==> src/rtl/core/hck_pkg.sv <==
`timescale 1ns / 1ps
`default_nettype none
// ----------------------------------------------------------------------------
// hck_pkg: shared types and constants of the hex calculator key engine
// Command, operator and entry codes, controller state and control structs.
// ----------------------------------------------------------------------------
package hck_pkg;

	localparam logic [3:0] CMD_DIGIT   = 4'd0;
	localparam logic [3:0] CMD_GIGA    = 4'd1;
	localparam logic [3:0] CMD_MEGA    = 4'd2;
	localparam logic [3:0] CMD_KILO    = 4'd3;
	localparam logic [3:0] CMD_INVERT  = 4'd4;
	localparam logic [3:0] CMD_OPER    = 4'd5;
	localparam logic [3:0] CMD_EQUALS  = 4'd6;
	localparam logic [3:0] CMD_CLEAR   = 4'd7;
	localparam logic [3:0] CMD_CLR_ENT = 4'd8;
	localparam logic [3:0] CMD_WIDTH   = 4'd9;
	localparam logic [3:0] CMD_FORMAT  = 4'd10;

	localparam logic [3:0] OP_AND  = 4'd0;
	localparam logic [3:0] OP_OR   = 4'd1;
	localparam logic [3:0] OP_XOR  = 4'd2;
	localparam logic [3:0] OP_SHL  = 4'd3;
	localparam logic [3:0] OP_SHR  = 4'd4;
	localparam logic [3:0] OP_ADD  = 4'd5;
	localparam logic [3:0] OP_SUB  = 4'd6;
	localparam logic [3:0] OP_MUL  = 4'd7;
	localparam logic [3:0] OP_DIV  = 4'd8;
	localparam logic [3:0] OP_NONE = 4'd15;

	localparam logic [1:0] ST_RESULT  = 2'd0;
	localparam logic [1:0] ST_NOVALUE = 2'd1;
	localparam logic [1:0] ST_INPUT   = 2'd2;

	localparam logic [63:0] K_GIGA = 64'h4000_0000;
	localparam logic [63:0] K_MEGA = 64'h10_0000;
	localparam logic [63:0] K_KILO = 64'h400;
	localparam logic [63:0] LOW32  = 64'hFFFF_FFFF;
	localparam logic [63:0] TOP64  = 64'hF000_0000_0000_0000;
	localparam logic [63:0] TOP32  = 64'hF000_0000;

	typedef enum logic [2:0] {
		S_IDLE,
		S_DECODE,
		S_ITER,
		S_FINISH,
		S_OUT
	} state_t;

	// controller to datapath
	typedef struct packed {
		logic load_key;   // capture accepted word
		logic apply_key;  // perform the immediate part of the key
		logic start_op;   // set up multicycle evaluation
		logic iter_step;  // one mul/div bit step
		logic finish;     // commit evaluation result
	} ctrl_t;

	// datapath to controller
	typedef struct packed {
		logic need_eval;  // key requires evaluating pending op
		logic last_iter;  // iteration counter at end, or no mul/div pending
	} stat_t;

endpackage
`default_nettype wire

==> src/rtl/core/hex_calculator_key_engine.sv <==
`timescale 1ns / 1ps
`default_nettype none
// ----------------------------------------------------------------------------
// hex_calculator_key_engine: key engine of a programmer's calculator
// One key word in, one display word out.
// ----------------------------------------------------------------------------
// Usage:
//  - Slave channel s_axis_*: one key press per word. tdata holds, from the
//    lowest bit up, digit_value[3:0] and operator_code[3:0]; tuser holds
//    command[3:0].
//  - Master channel m_axis_*: one result word per key. tdata holds
//    shown_value[63:0], wide_mode, decimal_format, error_flag, zero filled.
//  - Sequence: keys that do not evaluate pass S_DECODE and then S_OUT;
//    an evaluated operator passes S_DECODE, S_ITER, S_FINISH and S_OUT,
//    and multiply or divide stay in S_ITER for the 64-step bit-serial
//    mul/div loop.
//  - Throughput: one key at a time; the next key is taken in the cycle after
//    the result is taken.
//  - Reset clears all calculator state: display and operand zero, nothing
//    pending, 32-bit hex mode, no error.
//  - A stalled receiver holds the result word stable; no key is accepted.
// ----------------------------------------------------------------------------
module hex_calculator_key_engine (
	input  wire logic        clk,
	input  wire logic        arst_n,
	input  wire logic        s_axis_tvalid,
	output logic             s_axis_tready,
	input  wire logic [7:0]  s_axis_tdata,   // digit_value, operator_code
	input  wire logic [3:0]  s_axis_tuser,   // command
	output logic             m_axis_tvalid,
	input  wire logic        m_axis_tready,
	output logic [71:0]      m_axis_tdata    // shown_value, wide, decimal, error
);
	import hck_pkg::*;

	ctrl_t ctrl;
	stat_t stat;
	logic  in_fire, out_fire;
	logic [63:0] shown_value;
	logic wide_mode, decimal_format, error_flag;

	// accept on handshake
	assign in_fire  = s_axis_tvalid && s_axis_tready;
	assign out_fire = m_axis_tvalid && m_axis_tready;

	hck_ctrl u_ctrl (
		.clk(clk), .arst_n(arst_n), .in_fire(in_fire), .out_fire(out_fire),
		.stat(stat), .ctrl(ctrl), .in_ready(s_axis_tready), .out_valid(m_axis_tvalid)
	);

	hck_dpath u_dpath (
		.clk(clk), .arst_n(arst_n), .ctrl(ctrl),
		.command(s_axis_tuser), .digit_value(s_axis_tdata[3:0]),
		.operator_code(s_axis_tdata[7:4]), .stat(stat),
		.shown_value(shown_value), .wide_mode(wide_mode),
		.decimal_format(decimal_format), .error_flag(error_flag)
	);

	// pack the result word
	assign m_axis_tdata = {5'd0, error_flag, decimal_format, wide_mode, shown_value};
endmodule
`default_nettype wire

==> src/rtl/core/hck_ctrl.sv <==
`timescale 1ns / 1ps
`default_nettype none
// ----------------------------------------------------------------------------
// hck_ctrl: controller of the key engine
// Sequences capture, decode, iterative evaluation and result delivery.
// ----------------------------------------------------------------------------
module hck_ctrl (
	input  wire logic          clk,
	input  wire logic          arst_n,
	input  wire logic          in_fire,
	input  wire logic          out_fire,
	input  wire hck_pkg::stat_t stat,
	output hck_pkg::ctrl_t     ctrl,
	output logic               in_ready,
	output logic               out_valid
);
	import hck_pkg::*;

	state_t state_q, state_d;

	always_ff @(posedge clk or negedge arst_n) begin
		if (!arst_n) begin
			state_q <= S_IDLE;
		end else begin
			state_q <= state_d;
		end
	end

	always_comb begin
		state_d = state_q;
		case (state_q)
			S_IDLE:   if (in_fire) state_d = S_DECODE;
			S_DECODE: state_d = stat.need_eval ? S_ITER : S_OUT;
			S_ITER:   if (stat.last_iter) state_d = S_FINISH;
			S_FINISH: state_d = S_OUT;
			S_OUT:    if (out_fire) state_d = S_IDLE;
			default:  state_d = S_IDLE;
		endcase
	end

	always_comb begin
		ctrl = '0;
		in_ready = 1'b0;
		out_valid = 1'b0;
		case (state_q)
			S_IDLE: begin
				in_ready = 1'b1;
				ctrl.load_key = in_fire;
			end
			S_DECODE: begin
				ctrl.apply_key = !stat.need_eval;
				ctrl.start_op = stat.need_eval;
			end
			S_ITER:   ctrl.iter_step = 1'b1;
			S_FINISH: begin
				ctrl.finish = 1'b1;
			end
			S_OUT:    out_valid = 1'b1;
			default:  ;
		endcase
	end
endmodule
`default_nettype wire

==> src/rtl/core/hck_dpath.sv <==
`timescale 1ns / 1ps
`default_nettype none
// ----------------------------------------------------------------------------
// hck_dpath: datapath of the key engine
// Calculator registers, shift-add multiplier and restoring divider.
// ----------------------------------------------------------------------------
module hck_dpath (
	input  wire logic          clk,
	input  wire logic          arst_n,
	input  wire hck_pkg::ctrl_t ctrl,
	input  wire logic [3:0]    command,
	input  wire logic [3:0]    digit_value,
	input  wire logic [3:0]    operator_code,
	output hck_pkg::stat_t     stat,
	output logic [63:0]        shown_value,
	output logic               wide_mode,
	output logic               decimal_format,
	output logic               error_flag
);
	import hck_pkg::*;

	logic [63:0] disp_q, stor_q;
	logic [3:0]  pend_q;
	logic [1:0]  entry_q;
	logic        wide_q, dec_q, err_q;
	logic [3:0]  cmd_q, dig_q, opc_q;
	logic [63:0] a_q, b_q, acc_q, rem_q;
	logic [5:0]  cnt_q;

	logic act, is_oper, oper_ok, eq_eval, need_eval, slow_op;
	assign act     = !err_q || (cmd_q == CMD_CLEAR);
	assign oper_ok = (opc_q <= OP_DIV) && (entry_q != ST_NOVALUE);
	assign is_oper = act && (cmd_q == CMD_OPER) && oper_ok;
	assign eq_eval = act && (cmd_q == CMD_EQUALS) && (pend_q <= OP_DIV)
		&& (entry_q != ST_NOVALUE);
	assign need_eval = (is_oper && pend_q <= OP_DIV) || eq_eval;
	assign slow_op = (pend_q == OP_MUL) || (pend_q == OP_DIV);
	assign stat.need_eval = need_eval;
	assign stat.last_iter = !slow_op || (cnt_q == 6'd63);

	// fast operations, or the mul/div accumulator, masked to the width
	logic [63:0] fast_r, res, mask;
	logic        div0;
	assign mask = wide_q ? '1 : LOW32;
	assign div0 = (pend_q == OP_DIV) && (b_q == '0);
	always_comb begin
		case (pend_q)
			OP_AND:  fast_r = a_q & b_q;
			OP_OR:   fast_r = a_q | b_q;
			OP_XOR:  fast_r = a_q ^ b_q;
			OP_SHL:  fast_r = (b_q >= 64'd64) ? '0 : (a_q << b_q[5:0]);
			OP_SHR:  fast_r = (b_q >= 64'd64) ? '0 : (a_q >> b_q[5:0]);
			OP_ADD:  fast_r = a_q + b_q;
			OP_SUB:  fast_r = a_q - b_q;
			OP_MUL:  fast_r = acc_q;
			OP_DIV:  fast_r = acc_q;
			default: fast_r = '0;
		endcase
		res = div0 ? '0 : (fast_r & mask);
	end

	// one bit step of multiply (MSB first) and restoring divide
	logic [63:0] mul_n, div_q_n, rem_n;
	logic [64:0] rem_sh;
	logic [65:0] trial;
	always_comb begin
		mul_n = (acc_q << 1) + (b_q[6'd63 - cnt_q] ? a_q : '0);
		rem_sh = {rem_q, a_q[6'd63 - cnt_q]};
		trial = {1'b0, rem_sh} - {2'b00, b_q};
		rem_n = trial[65] ? rem_sh[63:0] : trial[63:0];
		div_q_n = {acc_q[62:0], !trial[65]};
	end

	logic [63:0] top;
	assign top = wide_q ? TOP64 : TOP32;

	always_ff @(posedge clk or negedge arst_n) begin
		if (!arst_n) begin
			disp_q <= '0; stor_q <= '0; pend_q <= OP_NONE; entry_q <= ST_RESULT;
			wide_q <= 1'b0; dec_q <= 1'b0; err_q <= 1'b0; cnt_q <= '0;
			a_q <= '0; b_q <= '0; acc_q <= '0; rem_q <= '0;
		end else begin
			if (ctrl.start_op) begin
				a_q <= stor_q; b_q <= disp_q; acc_q <= '0; rem_q <= '0; cnt_q <= '0;
			end
			if (ctrl.iter_step) begin
				cnt_q <= cnt_q + 6'd1;
				if (pend_q == OP_MUL) begin
					acc_q <= mul_n;
				end else begin
					acc_q <= div_q_n; rem_q <= rem_n;
				end
			end
			if (ctrl.finish) begin
				if (div0) err_q <= 1'b1;
				if (cmd_q == CMD_OPER) begin
					disp_q <= res; stor_q <= res; pend_q <= opc_q; entry_q <= ST_NOVALUE;
				end else begin
					disp_q <= res; stor_q <= '0; pend_q <= OP_NONE; entry_q <= ST_RESULT;
				end
			end
			if (ctrl.apply_key && act) begin
				case (cmd_q)
					CMD_DIGIT: begin
						entry_q <= ST_INPUT;
						if (entry_q != ST_INPUT) disp_q <= {60'd0, dig_q};
						else if ((disp_q & top) == '0) disp_q <= {disp_q[59:0], dig_q};
					end
					CMD_GIGA: begin disp_q <= K_GIGA; entry_q <= ST_RESULT; end
					CMD_MEGA: begin disp_q <= K_MEGA; entry_q <= ST_RESULT; end
					CMD_KILO: begin disp_q <= K_KILO; entry_q <= ST_RESULT; end
					CMD_INVERT: begin disp_q <= ~disp_q & mask; entry_q <= ST_RESULT; end
					CMD_OPER: if (oper_ok) begin
						stor_q <= disp_q; pend_q <= opc_q; entry_q <= ST_NOVALUE;
					end
					CMD_EQUALS: begin
						stor_q <= '0; pend_q <= OP_NONE; entry_q <= ST_RESULT;
					end
					CMD_CLEAR: begin
						entry_q <= ST_RESULT; pend_q <= OP_NONE; disp_q <= '0;
						stor_q <= '0; err_q <= 1'b0;
					end
					CMD_CLR_ENT: if (entry_q == ST_INPUT) disp_q <= '0;
					CMD_WIDTH: begin
						wide_q <= !wide_q;
						if (wide_q) begin
							disp_q <= disp_q & LOW32; stor_q <= stor_q & LOW32;
						end
					end
					CMD_FORMAT: dec_q <= !dec_q;
					default: ;
				endcase
			end
		end
	end

	always_ff @(posedge clk) begin
		if (ctrl.load_key) begin
			cmd_q <= command; dig_q <= digit_value; opc_q <= operator_code;
		end
	end

	// output values read straight from the state, stable while S_OUT holds
	assign shown_value    = disp_q;
	assign wide_mode      = wide_q;
	assign decimal_format = dec_q;
	assign error_flag     = err_q;
endmodule
`default_nettype wire

==> config.mk <==
export PLATFORM = sky130hd
export DESIGN_NAME = hex_calculator_key_engine
export DESIGN_NICKNAME = d
export VERILOG_FILES = /design/src/rtl/core/hck_pkg.sv /design/src/rtl/core/hex_calculator_key_engine.sv /design/src/rtl/core/hck_ctrl.sv /design/src/rtl/core/hck_dpath.sv
export SDC_FILE = /design/constraint.sdc
export NUM_CORES = 2
export LEC_CHECK = 0
export BUFFER_PORTS_ARGS = -buffer_cell sky130_fd_sc_hd__buf_4
export CAP_MARGIN = 20
export CORE_MARGIN = 3
export CORE_UTILIZATION = 35
export CTS_CLUSTER_SIZE = 10
export DETAILED_ROUTE_END_ITERATION = 8
export PLACE_DENSITY = 0.54
export SYNTH_ARGS = -nofsm -noshare
export SYNTH_HDL_FRONTEND = slang
export SYNTH_SLANG_ARGS = --single-unit
==> constraint.sdc <==
create_clock -name clk -period 7.4 [get_ports clk]
set_input_delay 1.48 -clock clk [delete_from_list [all_inputs] [get_ports clk]]
set_output_delay 1.48 -clock clk [all_outputs]
set_load 0.005 [all_outputs]
### Word-level counts from Yosys, hierarchy flattened

Cells that the tools add are included.

| storage, ports and cells | value |
|---|---|
| output and inout port bits | 74 |
| flip-flop bits (word level) | 414 |
| logic and storage cells | 158 |
| bits of input ports | 16 |

| operators by class | value |
|---|---|
| magnitude comparators | 4 |
| shifts and indexed selects | 2 |
| eq/ne operators | 30 |
| muxes and demuxes | 58 |
| bitwise gates (word level) | 7 |
| reductions and logical operators | 33 |
| add/subtract/negate cells | 6 |

Operator list:

| cell | count |
|---|---|
| two-way mux 64 bit | 24 |
| one-hot mux 64 bit (8 select lines) | 2 |
| AND 64 bit | 4 |
| one-hot mux 64 bit (3 select lines) | 1 |
| adder 64 bit | 2 |
| zero test 64 bit | 2 |
| subtractor 65 x 64 -> 66 bit | 1 |
| >= comparator 64 x 7 -> 1 bit (second input constant) | 1 |
| NOT 64 bit | 1 |
| bitwise OR 64 bit | 1 |
| left shift 64 x 6 -> 64 bit | 1 |
| right shift 64 x 6 -> 64 bit | 1 |
| subtractor 64 bit | 1 |
| XOR 64 bit | 1 |
| == test 4 x 3 -> 1 bit (second input constant) | 8 |
| == test 4 x 2 -> 1 bit (second input constant) | 4 |
| == test 4 bit (second input constant) | 4 |
| two-way mux 4 bit | 4 |
| one-hot mux 3 bit (5 select lines) | 1 |
| binary-select mux 1 bit (select 6 bit) | 2 |
| two-way mux 1 bit | 12 |
| two-way mux 3 bit | 4 |
| two-way mux 6 bit | 2 |
| logical AND 1 bit | 11 |
| 25 further kinds | 45 |

### Depth between registers and ports, before layout

| logic depth | value |
|---|---|
| depth in word-level cells | 11 |
| gate-level depth with buffers | 28 |
| gate-level depth less buffers | 24 |

### By module

A second synthesis with hierarchy kept.

| second synthesis, totals | value |
|---|---|
| cell total of the unflattened synthesis | 5602 |
| area, all modules | 44174.9 um^2 |

Modules (own cells, without submodules):

| module | times used | sequential area each (um^2) | cells an instance | area an instance (um^2) |
|---|---|---|---|---|
| hck_dpath | 1 | 10349.9 | 5572 | 43917.1 |
| hck_ctrl | 1 | 75.1 | 19 | 181.4 |
| hex_calculator_key_engine | 1 | 0.0 | 11 | 76.3 |

### Worst setup path before layout

No wires, ideal clock.

| timing path | value |
|---|---|
| kind | register -> register |
| from | reg u_dpath.cnt_q[0] |
| to | reg u_dpath.acc_q[63] |
| setup time | 0.130 ns |
| arrival | 5.767 ns |
| cell stages (with the launch flop) | 23 |
| buffers on the path | 3 |
| data required time | 7.270 ns |
| slack | 1.503 ns |
| period minus slack after synthesis | 5.897 ns |
| cell sequence | dfrtp_1 > buf_2 > buf_1 > mux4_2 > mux4_2 > mux4_2 > clkbuf_1 > and2_1 > ha_1 > fa_1 > a211o_1 > a21o_1 > nand4b_1 > a2111oi_0 > nor4b_2 > a31oi_1 > o41a_1 > a31o_1 > a21oi_2 > xnor2_1 > nor2_1 > xnor2_1 > o21ai_1 |

| between the ends | value |
|---|---|
| longest elaborated chain between the ends | 7 |

RTL lines:

| element | line | source |
|---|---|---|
| start: declaration | hck_dpath.sv:28 | `logic [5:0] cnt_q;` |
| start signal: assignment | hck_dpath.sv:87 | `cnt_q <= cnt_q + 6'd1;` |
| subtractor 6 bit | hck_dpath.sv:67 | `mul_n = (acc_q << 1) + (b_q[6'd63 - cnt_q] ? a_q : '0);` |
| binary-select mux 1 bit (select 6 bit) | hck_dpath.sv:67 |  |
| two-way mux 1 bit (implied by the code) | hck_dpath.sv:67 |  |
| two-way mux 64 bit | hck_dpath.sv:67 |  |
| adder 64 bit | hck_dpath.sv:67 |  |
| two-way mux 64 bit | hck_dpath.sv:88 | `if (pend_q == OP_MUL) begin` |
| two-way mux 64 bit | hck_dpath.sv:86 | `if (ctrl.iter_step) begin` |
| end signal: assignment | hck_dpath.sv:89 | `acc_q <= mul_n;` |
| end signal: assignment | hck_dpath.sv:91 | `acc_q <= div_q_n; rem_q <= rem_n;` |
| end: declaration | hck_dpath.sv:27 | `logic [63:0] a_q, b_q, acc_q, rem_q;` |

Every way passes these cells. The select of a mux whose other input is x is not followed.
A chain may end at the register's enable or synchronous reset.

### Worst setup path in the final report

| timing path | value |
|---|---|
| from | reg u_dpath.cnt_q[0] |
| to | reg u_dpath.acc_q[60] |

The elaborated chain is that of the path after synthesis.

==> results.md <==
* Drt pass-1 iters at 6
* Final cell count without fillers at 7033
* Initial antenna violation count at 19
* Mean Syn Cell Area at 7.97 um2
* GP Congestion at 1.04
* Layout area overhead at 10.5%
* Vias in the first global route at 41500
* Wire length on met2 at 85700 um
* Maximum vdd drop at 0.000677 V
* Status: finished clean
* Post-route DRC violation count at 0
* Top_reg_cell synth: dfrtp_1
* Fmax at 0.143 GHz
* Most frequent cells in the layout: o21ai_0, nor2_1, a21oi_1
* Pin count of the biggest net entering global routing at 198
* Wl on met1 at 87000 um
* Maxcap violations at 0
* Worst Path Arrival at 7.48 ns
* Row count at 128
* Fin crit share at 94.7%
* Register area share after synthesis at 24.0%
* Clock Sink Count at 414
* Share of cells above drive strength 1 at 12.4%
* Number of warnings issued by yosys at 0
* Die height at 358 um
* Critical path class: reg -> reg
* Gate power share at 75.7%
* Total negative setup slack at 0 ns
* I/O pins at 90
* Nets@finish at 5702
* Int Power at 11.2 mW
* Port bufs at 84
* Final HPWL DP at 156000 um
* Design Area, Final at 47900 um2
* Psw at 14.2 mW
* Hold_ws at 0.466 ns
* Number of fill cells at 12700
* Slew HR at 20.0%
* Most common cell after layout, fill and taps aside: o21ai_0
* Synth top area share at 23.0%
* Seq pwr share at 13.3%
* Worst-path clk slew at 0.06 ns
* DIE AREA at 128000 um2
* Placed insts at 6930
* Antenna Nets Post-Route at 0
* 1st-iter DRT viols at 5725
* Worst hold path class: reg -> reg
* Clock share of power at 11.0%
* Synth unique cells at 101
* Worst Skew at 0.0854 ns
* Via density at 6.38
* Final Slew Violations at 0
* Final WS setup at 0.394 ns
* PwrDens at 532 nW/um2
* Clock latency on the worst-skew pair at 0.71 ns
* Final wirelength at 204000 um
* TritonCTS clock tree: yes
* RSZ-0062 raised after global routing: false
* Ys async rst share at 97.1%
* Final Setup Violations at 0
* Top layer in use: met5
* Multi-input gate area at 30600 um2
* Wire length on met3 at 21400 um
* Post-synthesis cell count at 5441
* Die width at 358 um
* Setup WS pre-CTS at 0.317 ns
* Crit path launch type: register
* Area of the mapped netlist at 43400 um2
* Clk buf depth at 3
* Largest fanout on the critical path at 24
* Routed via count at 44800
* EDFF count, synth at 12
* Placeable Area at 122000 um2
* GRT Total Usage at 30.7%
* Worst Setup End Kind: register
* Pwr Total at 25.5 mW
* Worst path required time at 7.88 ns
* Worst-Margin Slew at 1.20 ns
* CTS H-Tree Depth at 2
* Synth area leader: dfrtp_1
* Area contributors post-synth: dfrtp_1, ha_1, o21ai_0, a21oi_1, nor2_1
* TritonCTS Buffers at 55
* DR WL/cell at 28.9 um
* CTS root buf: clkbuf_16
* Area after DPL at 46000 um2
* Seq cells post-synth at 414
* First-pass GRT wire length at 294000 um
* Net Sw Frac at 55.9%
* Initial Utilization at 35.4%
* Pleak at 21.3 nW
* Fin util at 39.1%
* Minimum clock period at 7.01 ns
* Final hold violations at 0
* Storage cell area at 10400 um2
* Grt total ovfl at 0
-- routing by layer --
metal  track usage (%)  vias up
met5                 0        -
met1              43.1    22100
met4              12.6       14
li1                  -    19900
met3              7.29      419
met2              45.1     2391
-- power by group through the flow --
stage          Sequential [mW]  Clock, mW  Combinational (mW)
6_report                  3.39       2.81                19.3
5_1_grt                   3.42       2.94                20.9
4_1_cts                   3.36       2.86                18.9
3_5_place_dp              3.39          0                18.8
3_3_place_gp              3.39          0                18.7
2_1_floorplan             2.99          0                14.0
-- worst paths after layout --
kind	startpoint	to	slack [ns]	cells after the start
max	u_dpath.cnt_q[0]$_DFFE_PN0P_	u_dpath.acc_q[60]$_DFFE_PN0P_	0.39	20
min	u_dpath.decimal_format$_DFFE_PN0P_	u_dpath.decimal_format$_DFFE_PN0P_	0.47	1
max reg2reg	u_dpath.cnt_q[0]$_DFFE_PN0P_	u_dpath.acc_q[60]$_DFFE_PN0P_	0.39	20
min reg2reg	u_dpath.decimal_format$_DFFE_PN0P_	u_dpath.decimal_format$_DFFE_PN0P_	0.47	1
max in group asynchronous	arst_n	u_dpath.stor_q[15]$_DFFE_PN0P_	5.26	2
min in group asynchronous	arst_n	u_dpath.shown_value[57]$_DFF_PN0_	0.77	1
-- cells in the mapped netlist (all sizes together) (13+ instances only) --
master   number
o21ai       655
nor2        505
a21oi       489
nand2       471
dfrtp       398
ha          320
clkbuf      306
inv         213
mux2i       167
xnor2       160
mux2        148
a21o        121
nand3       102
buf         101
a22oi        88
mux4         81
and2         78
xor2         77
nand2b       75
a221oi       72
nor3         72
nand4        60
a211oi       58
a221o        44
o211ai       44
o22ai        43
a31oi        39
nor2b        39
o21bai       37
o31ai        36
o21a         33
a22o         24
a211o        20
a222oi       20
o2111ai      19
and3         18
nor4         17
a32oi        16
a2111oi      15
a41oi        14
o221ai       14
or2          13
or3          13
-- worst max-delay path: stages, from the launching register on --
cell and delay (ns):
dfrtp_2 0.58, buf_12 0.26, mux4_2 0.52, mux4_2 0.62
mux4_1 0.98, and2_1 0.35, ha_1 0.33, nand2_1 0.15
o21ai_0 0.17, a221oi_1 0.49, or3_1 0.18, o211ai_1 0.07
a21oi_1 0.13, buf_4 0.16, o211ai_1 0.17, a221oi_1 0.49
nor2b_1 0.20, a221o_1 0.42, a31oi_1 0.23, xor2_1 0.16
o21ai_0 0.08
-- final cells by class --
type                       count  area share [%]
multi-input combinational   4412            64.0
clock buffer                  77            3.23
clock inverter                17           0.585
inverter                     213            1.68
timing repair buffer         267            4.44
tap                         1625            4.25
antenna                        8          0.0418
sequential                   414            21.8
-- sequential cells by signal, summed over array words and instances, names as in the netlist --
| register | flops |
|---|---|
| u_ctrl.state_q | 3 |
| u_dpath.dig_q | 4 |
| u_dpath.pend_q | 4 |
| u_dpath.opc_q | 4 |
| u_dpath.acc_q | 64 |
| u_dpath.error_flag | 1 |
| u_dpath.shown_value | 64 |
| u_dpath.entry_q | 2 |
| u_dpath.decimal_format | 1 |
| u_dpath.cmd_q | 4 |
| u_dpath.a_q | 64 |
| u_dpath.rem_q | 64 |
| u_dpath.b_q | 64 |
| u_dpath.stor_q | 64 |
| u_dpath.wide_mode | 1 |
| u_dpath.cnt_q | 6 |
-- what timing repair did --
action / in CTS / in global routing
gates resized for setup: 0 / 1
buffers inserted: 0 / 0
endpoints found under the setup margin: 0 / 2
hold buffers: 0 / 0
-- cells by family (layout without fill, tap and decap cells) --
| family | after synthesis | in the layout | share of synthesized area, % |
|---|---|---|---|
| XOR/XNOR | 237 | 237 | 4.79 |
| AO/OA/AOI/OAI | 1950 | 1950 | 28.2 |
| AND/OR/NAND/NOR | 1500 | 1500 | 15.9 |
| adder cells (fa/ha/maj) | 323 | 323 | 9.37 |
| other | 1 | 13 | 0.00865 |
| buffers and inverters | 620 | 574 | 5.73 |
| multiplexers | 396 | 397 | 11.9 |
| flip-flops | 414 | 414 | 24.0 |
Note: power is estimated with default switching activity, not from simulation.
